==> src/sv/acr_pkg.sv <==
// Types, codes and constants of the ARP cache responder.
// No dependencies; used by every RTL and checker file of the block.
`default_nettype none

package acr_pkg;

  localparam int unsigned CACHE_ENTRIES_DEF = 16;

  localparam int unsigned MAC_W = 48;
  localparam int unsigned IP_W  = 32;
  localparam int unsigned OP_W  = 16;

  localparam logic [OP_W-1:0]  ARP_OP_REQUEST = 16'd1;
  localparam logic [OP_W-1:0]  ARP_OP_REPLY   = 16'd2;
  localparam logic [7:0]       ARP_HW_LEN     = 8'h06;
  localparam logic [7:0]       ARP_PROTO_LEN  = 8'h04;
  localparam logic [MAC_W-1:0] BCAST_MAC      = {MAC_W{1'b1}};

  localparam logic [15:0] LINK_TYPE_RST = 16'h0001;
  localparam logic [15:0] NET_TYPE_RST  = 16'h0800;

  typedef enum logic {
    FUNC_RESOLVE = 1'b0,
    FUNC_PACKET  = 1'b1
  } func_e;

  typedef enum logic [1:0] {
    REG_OWN_MAC   = 2'd0,
    REG_OWN_IP    = 2'd1,
    REG_LINK_TYPE = 2'd2,
    REG_NET_TYPE  = 2'd3
  } cfg_reg_e;

  typedef enum logic [1:0] {
    KIND_NONE    = 2'd0,
    KIND_HIT     = 2'd1,
    KIND_REQUEST = 2'd2,
    KIND_REPLY   = 2'd3
  } kind_e;

  typedef enum logic [1:0] {
    ST_IDLE,
    ST_SCAN,
    ST_FINISH
  } state_e;

  typedef struct packed {
    logic [IP_W-1:0]  ip;
    logic [MAC_W-1:0] mac;
  } entry_t;

  typedef struct packed {
    kind_e            kind;
    logic [MAC_W-1:0] found_mac;
    logic [OP_W-1:0]  opcode;
    logic [MAC_W-1:0] dest_mac;
    logic [MAC_W-1:0] sender_mac;
    logic [IP_W-1:0]  sender_ip;
    logic [MAC_W-1:0] target_mac;
    logic [IP_W-1:0]  target_ip;
  } result_t;

  // Compare outcome of the cache for the entry read in the previous cycle.
  typedef struct packed {
    logic             hit;
    logic [MAC_W-1:0] mac;
  } cmp_t;

endpackage

`default_nettype wire

==> src/sv/arp_cache_responder_unit.sv <==
// ARP cache and responder: one received request at a time runs a linear scan of the
// cache through one compare unit, then issues one result; a packet with a bad header
// skips the scan. A scan ends early on a hit, else after the last cache entry. The
// scan reads one cache entry per cycle through the single memory read port and
// compares it against the key, so the cache depth sets the time. Valid bits clear at
// reset; no clearing pass is needed. A finished result sits in an output register,
// so the next request may be taken while it waits.
// Depends on acr_pkg and acr_cache.
`default_nettype none

module arp_cache_responder_unit
  import acr_pkg::*;
#(
  parameter int unsigned CACHE_ENTRIES = CACHE_ENTRIES_DEF
) (
  input  wire logic             clk_i,
  input  wire logic             rst_ni,
  // configuration
  input  wire logic             cfg_we_i,
  input  wire logic [1:0]       cfg_idx_i,
  input  wire logic [MAC_W-1:0] cfg_data_i,
  // request channel
  input  wire logic             in_valid_i,
  output logic                  in_ready_o,
  input  wire logic             func_i,
  input  wire logic [IP_W-1:0]  query_ip_i,
  input  wire logic [OP_W-1:0]  rx_opcode_i,
  input  wire logic [15:0]      rx_hw_type_i,
  input  wire logic [15:0]      rx_proto_type_i,
  input  wire logic [7:0]       rx_hw_len_i,
  input  wire logic [7:0]       rx_proto_len_i,
  input  wire logic [MAC_W-1:0] rx_sender_mac_i,
  input  wire logic [IP_W-1:0]  rx_sender_ip_i,
  input  wire logic [MAC_W-1:0] rx_target_mac_i,
  input  wire logic [IP_W-1:0]  rx_target_ip_i,
  // result channel
  output logic                  out_valid_o,
  input  wire logic             out_ready_i,
  output logic [1:0]            result_kind_o,
  output logic [MAC_W-1:0]      found_mac_o,
  output logic [OP_W-1:0]       tx_opcode_o,
  output logic [MAC_W-1:0]      tx_dest_mac_o,
  output logic [MAC_W-1:0]      tx_sender_mac_o,
  output logic [IP_W-1:0]       tx_sender_ip_o,
  output logic [MAC_W-1:0]      tx_target_mac_o,
  output logic [IP_W-1:0]       tx_target_ip_o
);

  localparam int unsigned IdxW = (CACHE_ENTRIES > 1) ? $clog2(CACHE_ENTRIES) : 1;
  localparam logic [IdxW-1:0] LastIdx = IdxW'(CACHE_ENTRIES - 1);

  // configuration registers
  logic [MAC_W-1:0] own_mac_q;
  logic [IP_W-1:0]  own_ip_q;
  logic [15:0]      link_type_q;
  logic [15:0]      net_type_q;

  // sequencer
  state_e state_q, state_d;
  logic   accept;
  logic   rd_en;
  logic   finish;
  logic   hdr_ok_in;

  // captured request
  logic             func_q;
  logic [IP_W-1:0]  key_q;
  logic             op_req_q;
  logic [MAC_W-1:0] smac_q;
  logic [IP_W-1:0]  tip_q;
  logic             hdr_ok_q;
  logic             tgt_ok_q;

  // scan
  logic [IdxW-1:0]  scan_q;
  logic [IdxW-1:0]  chk_idx_q;
  logic             rdv_q;
  logic             hit_q;
  logic [IdxW-1:0]  hit_idx_q;
  logic [MAC_W-1:0] hit_mac_q;
  logic [IdxW-1:0]  next_slot_q;
  cmp_t             cmp;

  // update and result
  logic             wr_en;
  logic [IdxW-1:0]  wr_idx;
  logic             new_slot;
  entry_t           wr_entry;
  result_t          res_d;
  result_t          out_q;
  logic             out_valid_q;

  always_ff @(posedge clk_i or negedge rst_ni) begin
    if (!rst_ni) begin
      own_mac_q   <= '0;
      own_ip_q    <= '0;
      link_type_q <= LINK_TYPE_RST;
      net_type_q  <= NET_TYPE_RST;
    end else if (cfg_we_i) begin
      case (cfg_reg_e'(cfg_idx_i))
        REG_OWN_MAC:   own_mac_q   <= cfg_data_i;
        REG_OWN_IP:    own_ip_q    <= cfg_data_i[IP_W-1:0];
        REG_LINK_TYPE: link_type_q <= cfg_data_i[15:0];
        REG_NET_TYPE:  net_type_q  <= cfg_data_i[15:0];
        default: ;
      endcase
    end
  end

  assign hdr_ok_in = (rx_hw_type_i == link_type_q) && (rx_proto_type_i == net_type_q) &&
                     (rx_hw_len_i == ARP_HW_LEN) && (rx_proto_len_i == ARP_PROTO_LEN);

  always_ff @(posedge clk_i or negedge rst_ni) begin
    if (!rst_ni) begin
      state_q <= ST_IDLE;
    end else begin
      state_q <= state_d;
    end
  end

  always_comb begin
    state_d    = state_q;
    in_ready_o = 1'b0;
    rd_en      = 1'b0;
    finish     = 1'b0;
    case (state_q)
      ST_IDLE: begin
        in_ready_o = 1'b1;
        if (in_valid_i) begin
          // skip the scan for a packet with a bad header
          if (func_i == FUNC_RESOLVE || hdr_ok_in) begin
            state_d = ST_SCAN;
          end else begin
            state_d = ST_FINISH;
          end
        end
      end
      ST_SCAN: begin
        rd_en = 1'b1;
        if (rdv_q && (cmp.hit || chk_idx_q == LastIdx)) begin
          state_d = ST_FINISH;
        end
      end
      ST_FINISH: begin
        // hold until the output register is free
        if (!out_valid_q || out_ready_i) begin
          finish  = 1'b1;
          state_d = ST_IDLE;
        end
      end
      default: state_d = ST_IDLE;
    endcase
  end

  assign accept = in_valid_i && in_ready_o;

  always_ff @(posedge clk_i) begin
    if (accept) begin
      func_q    <= func_i;
      key_q     <= (func_i == FUNC_RESOLVE) ? query_ip_i : rx_sender_ip_i;
      op_req_q  <= (rx_opcode_i == ARP_OP_REQUEST);
      smac_q    <= rx_sender_mac_i;
      tip_q     <= rx_target_ip_i;
      hdr_ok_q  <= hdr_ok_in;
      tgt_ok_q  <= (rx_target_ip_i == own_ip_q);
      scan_q    <= '0;
      hit_q     <= 1'b0;
    end else if (state_q == ST_SCAN) begin
      chk_idx_q <= scan_q;
      if (scan_q != LastIdx) begin
        scan_q <= scan_q + 1'b1;
      end
      if (state_d == ST_FINISH) begin
        hit_q     <= cmp.hit;
        hit_idx_q <= chk_idx_q;
        hit_mac_q <= cmp.mac;
      end
    end
  end

  always_ff @(posedge clk_i or negedge rst_ni) begin
    if (!rst_ni) begin
      rdv_q <= 1'b0;
    end else begin
      rdv_q <= (state_q == ST_SCAN) && (state_d == ST_SCAN);
    end
  end

  // at most one write per packet: refresh a hit in place, or fill the round-robin slot
  assign new_slot = (func_q == FUNC_PACKET) && hdr_ok_q && tgt_ok_q && !hit_q;
  assign wr_en    = finish && (func_q == FUNC_PACKET) && hdr_ok_q && (hit_q || tgt_ok_q);
  assign wr_idx   = hit_q ? hit_idx_q : next_slot_q;
  assign wr_entry = '{ip: key_q, mac: smac_q};

  always_ff @(posedge clk_i or negedge rst_ni) begin
    if (!rst_ni) begin
      next_slot_q <= '0;
    end else if (finish && new_slot) begin
      next_slot_q <= (next_slot_q == LastIdx) ? '0 : next_slot_q + 1'b1;
    end
  end

  acr_cache #(
    .CACHE_ENTRIES(CACHE_ENTRIES)
  ) u_cache (
    .clk_i     (clk_i),
    .rst_ni    (rst_ni),
    .rd_en_i   (rd_en),
    .rd_idx_i  (scan_q),
    .wr_en_i   (wr_en),
    .wr_idx_i  (wr_idx),
    .wr_entry_i(wr_entry),
    .key_i     (key_q),
    .cmp_o     (cmp)
  );

  always_comb begin
    res_d = '0;
    res_d.kind = KIND_NONE;
    if (func_q == FUNC_RESOLVE) begin
      if (hit_q) begin
        res_d.kind      = KIND_HIT;
        res_d.found_mac = hit_mac_q;
      end else begin
        res_d.kind       = KIND_REQUEST;
        res_d.opcode     = ARP_OP_REQUEST;
        res_d.dest_mac   = BCAST_MAC;
        res_d.sender_mac = own_mac_q;
        res_d.sender_ip  = own_ip_q;
        res_d.target_ip  = key_q;
      end
    end else if (hdr_ok_q && tgt_ok_q && op_req_q) begin
      res_d.kind       = KIND_REPLY;
      res_d.opcode     = ARP_OP_REPLY;
      res_d.dest_mac   = smac_q;
      res_d.sender_mac = own_mac_q;
      res_d.sender_ip  = tip_q;
      res_d.target_mac = smac_q;
      res_d.target_ip  = key_q;
    end
  end

  always_ff @(posedge clk_i) begin
    if (finish) begin
      out_q <= res_d;
    end
  end

  always_ff @(posedge clk_i or negedge rst_ni) begin
    if (!rst_ni) begin
      out_valid_q <= 1'b0;
    end else if (finish) begin
      out_valid_q <= 1'b1;
    end else if (out_ready_i) begin
      out_valid_q <= 1'b0;
    end
  end

  assign out_valid_o     = out_valid_q;
  assign result_kind_o   = out_q.kind;
  assign found_mac_o     = out_q.found_mac;
  assign tx_opcode_o     = out_q.opcode;
  assign tx_dest_mac_o   = out_q.dest_mac;
  assign tx_sender_mac_o = out_q.sender_mac;
  assign tx_sender_ip_o  = out_q.sender_ip;
  assign tx_target_mac_o = out_q.target_mac;
  assign tx_target_ip_o  = out_q.target_ip;

endmodule

`default_nettype wire

==> src/sv/acr_cache.sv <==
// Cache storage (address/MAC memory plus valid flops) and the shared IP compare unit.
// Depends on acr_pkg.
`default_nettype none

module acr_cache
  import acr_pkg::*;
#(
  parameter int unsigned CACHE_ENTRIES = CACHE_ENTRIES_DEF,
  localparam int unsigned IdxW = (CACHE_ENTRIES > 1) ? $clog2(CACHE_ENTRIES) : 1
) (
  input  wire logic            clk_i,
  input  wire logic            rst_ni,
  input  wire logic            rd_en_i,
  input  wire logic [IdxW-1:0] rd_idx_i,
  input  wire logic            wr_en_i,
  input  wire logic [IdxW-1:0] wr_idx_i,
  input  wire entry_t          wr_entry_i,
  input  wire logic [IP_W-1:0] key_i,
  output cmp_t                 cmp_o
);

  entry_t                   mem [CACHE_ENTRIES];
  logic [CACHE_ENTRIES-1:0] valid_q;
  entry_t                   rd_q;
  logic                     rd_vld_q;

  always_ff @(posedge clk_i) begin
    if (wr_en_i) begin
      mem[wr_idx_i] <= wr_entry_i;
    end
    if (rd_en_i) begin
      rd_q <= mem[rd_idx_i];
    end
  end

  always_ff @(posedge clk_i or negedge rst_ni) begin
    if (!rst_ni) begin
      valid_q  <= '0;
      rd_vld_q <= 1'b0;
    end else begin
      if (wr_en_i) begin
        valid_q[wr_idx_i] <= 1'b1;
      end
      if (rd_en_i) begin
        rd_vld_q <= valid_q[rd_idx_i];
      end
    end
  end

  assign cmp_o.hit = rd_vld_q && (rd_q.ip == key_i);
  assign cmp_o.mac = rd_q.mac;

endmodule

`default_nettype wire

==> config.mk <==
export PLATFORM = sky130hd
export DESIGN_NAME = arp_cache_responder_unit
export DESIGN_NICKNAME = d
export VERILOG_FILES = /design/src/sv/acr_pkg.sv /design/src/sv/arp_cache_responder_unit.sv /design/src/sv/acr_cache.sv
export SDC_FILE = /design/constraint.sdc
export NUM_CORES = 2
export LEC_CHECK = 0
export ABC_AREA = 1
export BUFFER_PORTS_ARGS = -buffer_cell sky130_fd_sc_hd__buf_2
export CORE_MARGIN = 2
export CORE_UTILIZATION = 40
export CTS_CLUSTER_SIZE = 14
export DETAILED_ROUTE_END_ITERATION = 6
export PLACE_DENSITY = 0.59
export SLEW_MARGIN = 20
export SYNTH_ARGS = -nofsm -noshare
export SYNTH_HDL_FRONTEND = slang
export SYNTH_HIERARCHICAL = 1
export SYNTH_SLANG_ARGS = --single-unit
==> constraint.sdc <==
create_clock -name clk_i -period 11.55 [get_ports clk_i]
set_input_delay 1.7325 -clock clk_i [delete_from_list [all_inputs] [get_ports clk_i]]
set_output_delay 1.7325 -clock clk_i [all_outputs]
set_load 0.01 [all_outputs]
==> results.py <==
metrics = {
    "status": {
        "status": "completed",
    },
    "synthesis": {
        "synth.distinct_cells": 45,
        "ys_dominant_reg_cell": "sky130_fd_sc_hd__edfxtp_1",
        "synthDominantAreaCellType": "sky130_fd_sc_hd__edfxtp_1",
        "synthCells": 5764,
        "synth_enable_flop_cells": 1792,
        "seq_area_frac_synth": 0.757,
        "synth-warning-count": 6,
        "post_synth_instance_area_um2": 75800,
        "post_synth_main_area_contributors": "sky130_fd_sc_hd__edfxtp_1 (71%), sky130_fd_sc_hd__nor2_1 (6.1%), sky130_fd_sc_hd__dfrtp_1 (4.5%)",
        "synth-async-reset-ratio": 0.0708,
        "syn-mean-instance-area_um2": 13.2,
        "synthDominantCellAreaShare": 0.710,
        "ys_seq_elements": 1934,
    },
    "clock_tree": {
        "num_clock_sinks": 1934,
        "post_cts_setup_buffers": 0,
        "clockBufferDepth": 3,
        "worstSkewPairLatency_ns": 0.84,
        "postCtsResizedCells": 0,
        "holdBufCountCts": 0,
        "tritoncts": "built",
        "cts_h_tree_depth": 4,
        "cts_inserted_buffers": 198,
        "worst_setup_hold_path_clk_slew_ns": 0.06,
        "cts_root_cell": "sky130_fd_sc_hd__clkbuf_16",
    },
    "timing": {
        "final-max-slew-violation-count": 0,
        "finalClockSkew_ns": 0.0277,
        "tns_ns": 0,
        "report.final.setup_viol": 0,
        "worst_slew_pin_slew_ns": 1.11,
        "highest_clock_rate_mhz": 193,
        "final_min_period_over_clock_period": 0.449,
        "period_minus_slack_ns": 5.19,
        "whs_ns": 0.415,
        "final_hold_viol_count": 0,
        "rsz0062_at_grt": "no",
        "slew_headroom": 0.260,
    },
    "hold_path": {
        "hold_class": "reg2reg",
        "whs_path_depth": 0,
    },
    "drt": {
        "routed_wl_um": 196000,
        "num_vias": 45800,
        "detail_route.iter0.violations": 3963,
        "firstDrtPassIters": 5,
        "ant_nets": 0,
        "vias_per_instance": 5.18,
        "route.detailed.drc": 0,
        "post_dr_wirelength_cell_um": 22.2,
    },
    "layout": {
        "total_of_fill_cells_in_the_finished_design": 16600,
        "finish.net_count": 6504,
        "synthToLayoutAreaGrowth_pct": 14.1,
        "ratio_of_cells_with_drive_above_1_in_the_final_layout": 0.153,
        "area_of_all_placed_cells_without_fillers_um2": 86500,
        "sequential_area_um2": 57400,
        "multi_input_comb_area_um2": 15300,
    },
    "floorplan": {
        "io_pins": 588,
        "floorplan.initialDensity": 0.403,
        "die-width_um": 439,
        "placeableCoreArea_um2": 188000,
        "dieArea_um2": 193000,
        "die_h_um": 439,
        "std_cell_rows": 159,
    },
    "worst_setup_path": {
        "required_ns": 12.01,
        "timing.critical_path.cells": "buf_2 > nor2_1 > nor2_4 > nand2_1 > a21oi_1 > nand2_1 > nor2_4 > buf_4 > buf_4",
        "timing.critical_path.arrival_ns": 5.65,
        "crit_slowest_cell": "sky130_fd_sc_hd__nor2_4",
        "endpoint_kind": "flop",
        "ff_to_ff_path_depth": 9,
        "startpoint_type": "input pin",
        "worstPathMaxFanout": 34,
        "crit_path_max_incr_delay_ns": 0.82,
        "worst-setup-path-type": "in2reg",
    },
    "global_route": {
        "grt_first_pass_wirelength_um": 289000,
        "initial_antenna_violation_count": 21,
        "grt_pass1_vias": 44800,
        "globalRoute.totalOverflow": 0,
        "track_usage": 0.200,
        "grt_max_degree": 229,
    },
    "power_and_ir_drop": {
        "power_per_cell_area_nw_per_um2": 184,
        "vdd_ir_max_mv": 0.125,
        "totalPowerFinal_w": 0.0159,
        "cellLeakagePower_nw": 30.4,
    },
    "placement": {
        "io_buffer_count": 525,
        "finalWeightedCongestion": 0.822,
        "dpl-instance-area_um2": 80300,
        "dpl.hpwl_um": 108000,
    },
    "flow_run": {
        "number_of_max_cap_violations": 0,
    },
}
==> cell usage after synthesis, types with 9 or more instances <==
cell type	count
sky130_fd_sc_hd__nand2_1	363
sky130_fd_sc_hd__buf_1	17
sky130_fd_sc_hd__inv_1	308
sky130_fd_sc_hd__o21ai_1	278
sky130_fd_sc_hd__nand3_1	192
sky130_fd_sc_hd__nand4_1	13
sky130_fd_sc_hd__buf_6	37
sky130_fd_sc_hd__buf_4	64
sky130_fd_sc_hd__buf_2	112
sky130_fd_sc_hd__mux2_2	32
sky130_fd_sc_hd__edfxtp_1	1792
sky130_fd_sc_hd__xor2_1	21
sky130_fd_sc_hd__nor2_4	9
sky130_fd_sc_hd__a21oi_1	19
sky130_fd_sc_hd__dfrtp_1	135
sky130_fd_sc_hd__nor2_1	1225
sky130_fd_sc_hd__or2_2	26
sky130_fd_sc_hd__o211ai_1	320
sky130_fd_sc_hd__clkbuf_1	156
sky130_fd_sc_hd__xnor2_1	33
sky130_fd_sc_hd__a22o_1	18
sky130_fd_sc_hd__o21ai_0	544
==> registers in the layout, summed over array words and instances (netlist names), 48 cells and up <==
signal and flops:
u_cache/mem 1280, found_mac_o 48, hit_mac_q 48, own_mac_q 48, smac_q 48, tx_dest_mac_o 48, tx_sender_mac_o 48, tx_target_mac_o 48
u_cache/cmp_o 48
==> cell families after synthesis <==
logic type / synth area share
AO/OA/AOI/OAI: 0.0901
XOR/XNOR: 0.00624
adder cells (fa/ha/maj): 0.000330
buffers and inverters: 0.0444
flip-flops: 0.757
multiplexers: 0.00475
other: 0.0000495
AND/OR/NAND/NOR: 0.0977
==> critical path: cells and delay by family <==
family                 cells  cell delay (ns)
AND/OR/NAND/NOR            5             2.11
buffers and inverters      3             1.41
AO/OA/AOI/OAI              1             0.31
==> path summary, 6_finish.rpt <==
kind	startpoint	to	slack [ns]
max	out_ready_i	u_cache/mem[8][27]$_DFFE_PP_	6.36
min	u_cache/cmp_o[41]$_DFFE_PP_	hit_mac_q[41]$_DFFE_PP_	0.42
max reg2reg	state_q[0]$_DFF_PN0_	u_cache/mem[8][27]$_DFFE_PP_	6.76
min reg2reg	u_cache/cmp_o[41]$_DFFE_PP_	hit_mac_q[41]$_DFFE_PP_	0.42
max in group asynchronous	rst_ni	own_mac_q[7]$_DFFE_PN0P_	8.91
min in group asynchronous	rst_ni	own_mac_q[22]$_DFFE_PN0P_	0.80
==> layout by cell type (no fill, tap or decap), drive strengths merged, types with 7 or more instances in the layout <==
cell    instances
clkinv         64
buf           603
mux2           32
nand3         192
bufinv          8
nand4          13
nor2         1237
nand2         364
edfxtp       1792
a21oi          19
dfrtp         135
o21ai         822
nor3            7
xor2           21
a22o           18
conb           14
xnor2          33
clkbuf        277
or2            27
o211ai        320
inv           323
==> through the flow <==
stage	setup WS, ns	utilization	cells
2_1_floorplan	1.29	-	5777
3_3_place_gp	5.54	0.427	8485
3_5_place_dp	5.47	0.427	8485
4_1_cts	6.37	0.460	8843
5_1_grt	6.17	0.460	8843
6_report	6.36	0.460	8848
==> power breakdown <==
part	switching, W	internal [W]	total [W]
Clock	0.00265	0.00347	0.00612
Sequential	0.000226	0.00795	0.00818
Combinational	0.00107	0.000503	0.00158
==> layout make-up <==
class                      count  share of cell area
antenna                        5            0.000145
inverter                     315              0.0141
tap                         2495              0.0361
sequential                  1934               0.663
clock inverter                81             0.00874
timing repair buffer         603              0.0378
clock buffer                 277              0.0629
multi-input combinational   3138               0.177
==> per-layer routing <==
layer,global-route usage,routed length [um],up-vias
met2,0.337,96600,1415
met1,0.258,81000,22800
met3,0.0446,13200,304
li1,-,-,21300
met4,0.0632,5410,28
met5,0,178,-
(Power assumes the default switching activity.)
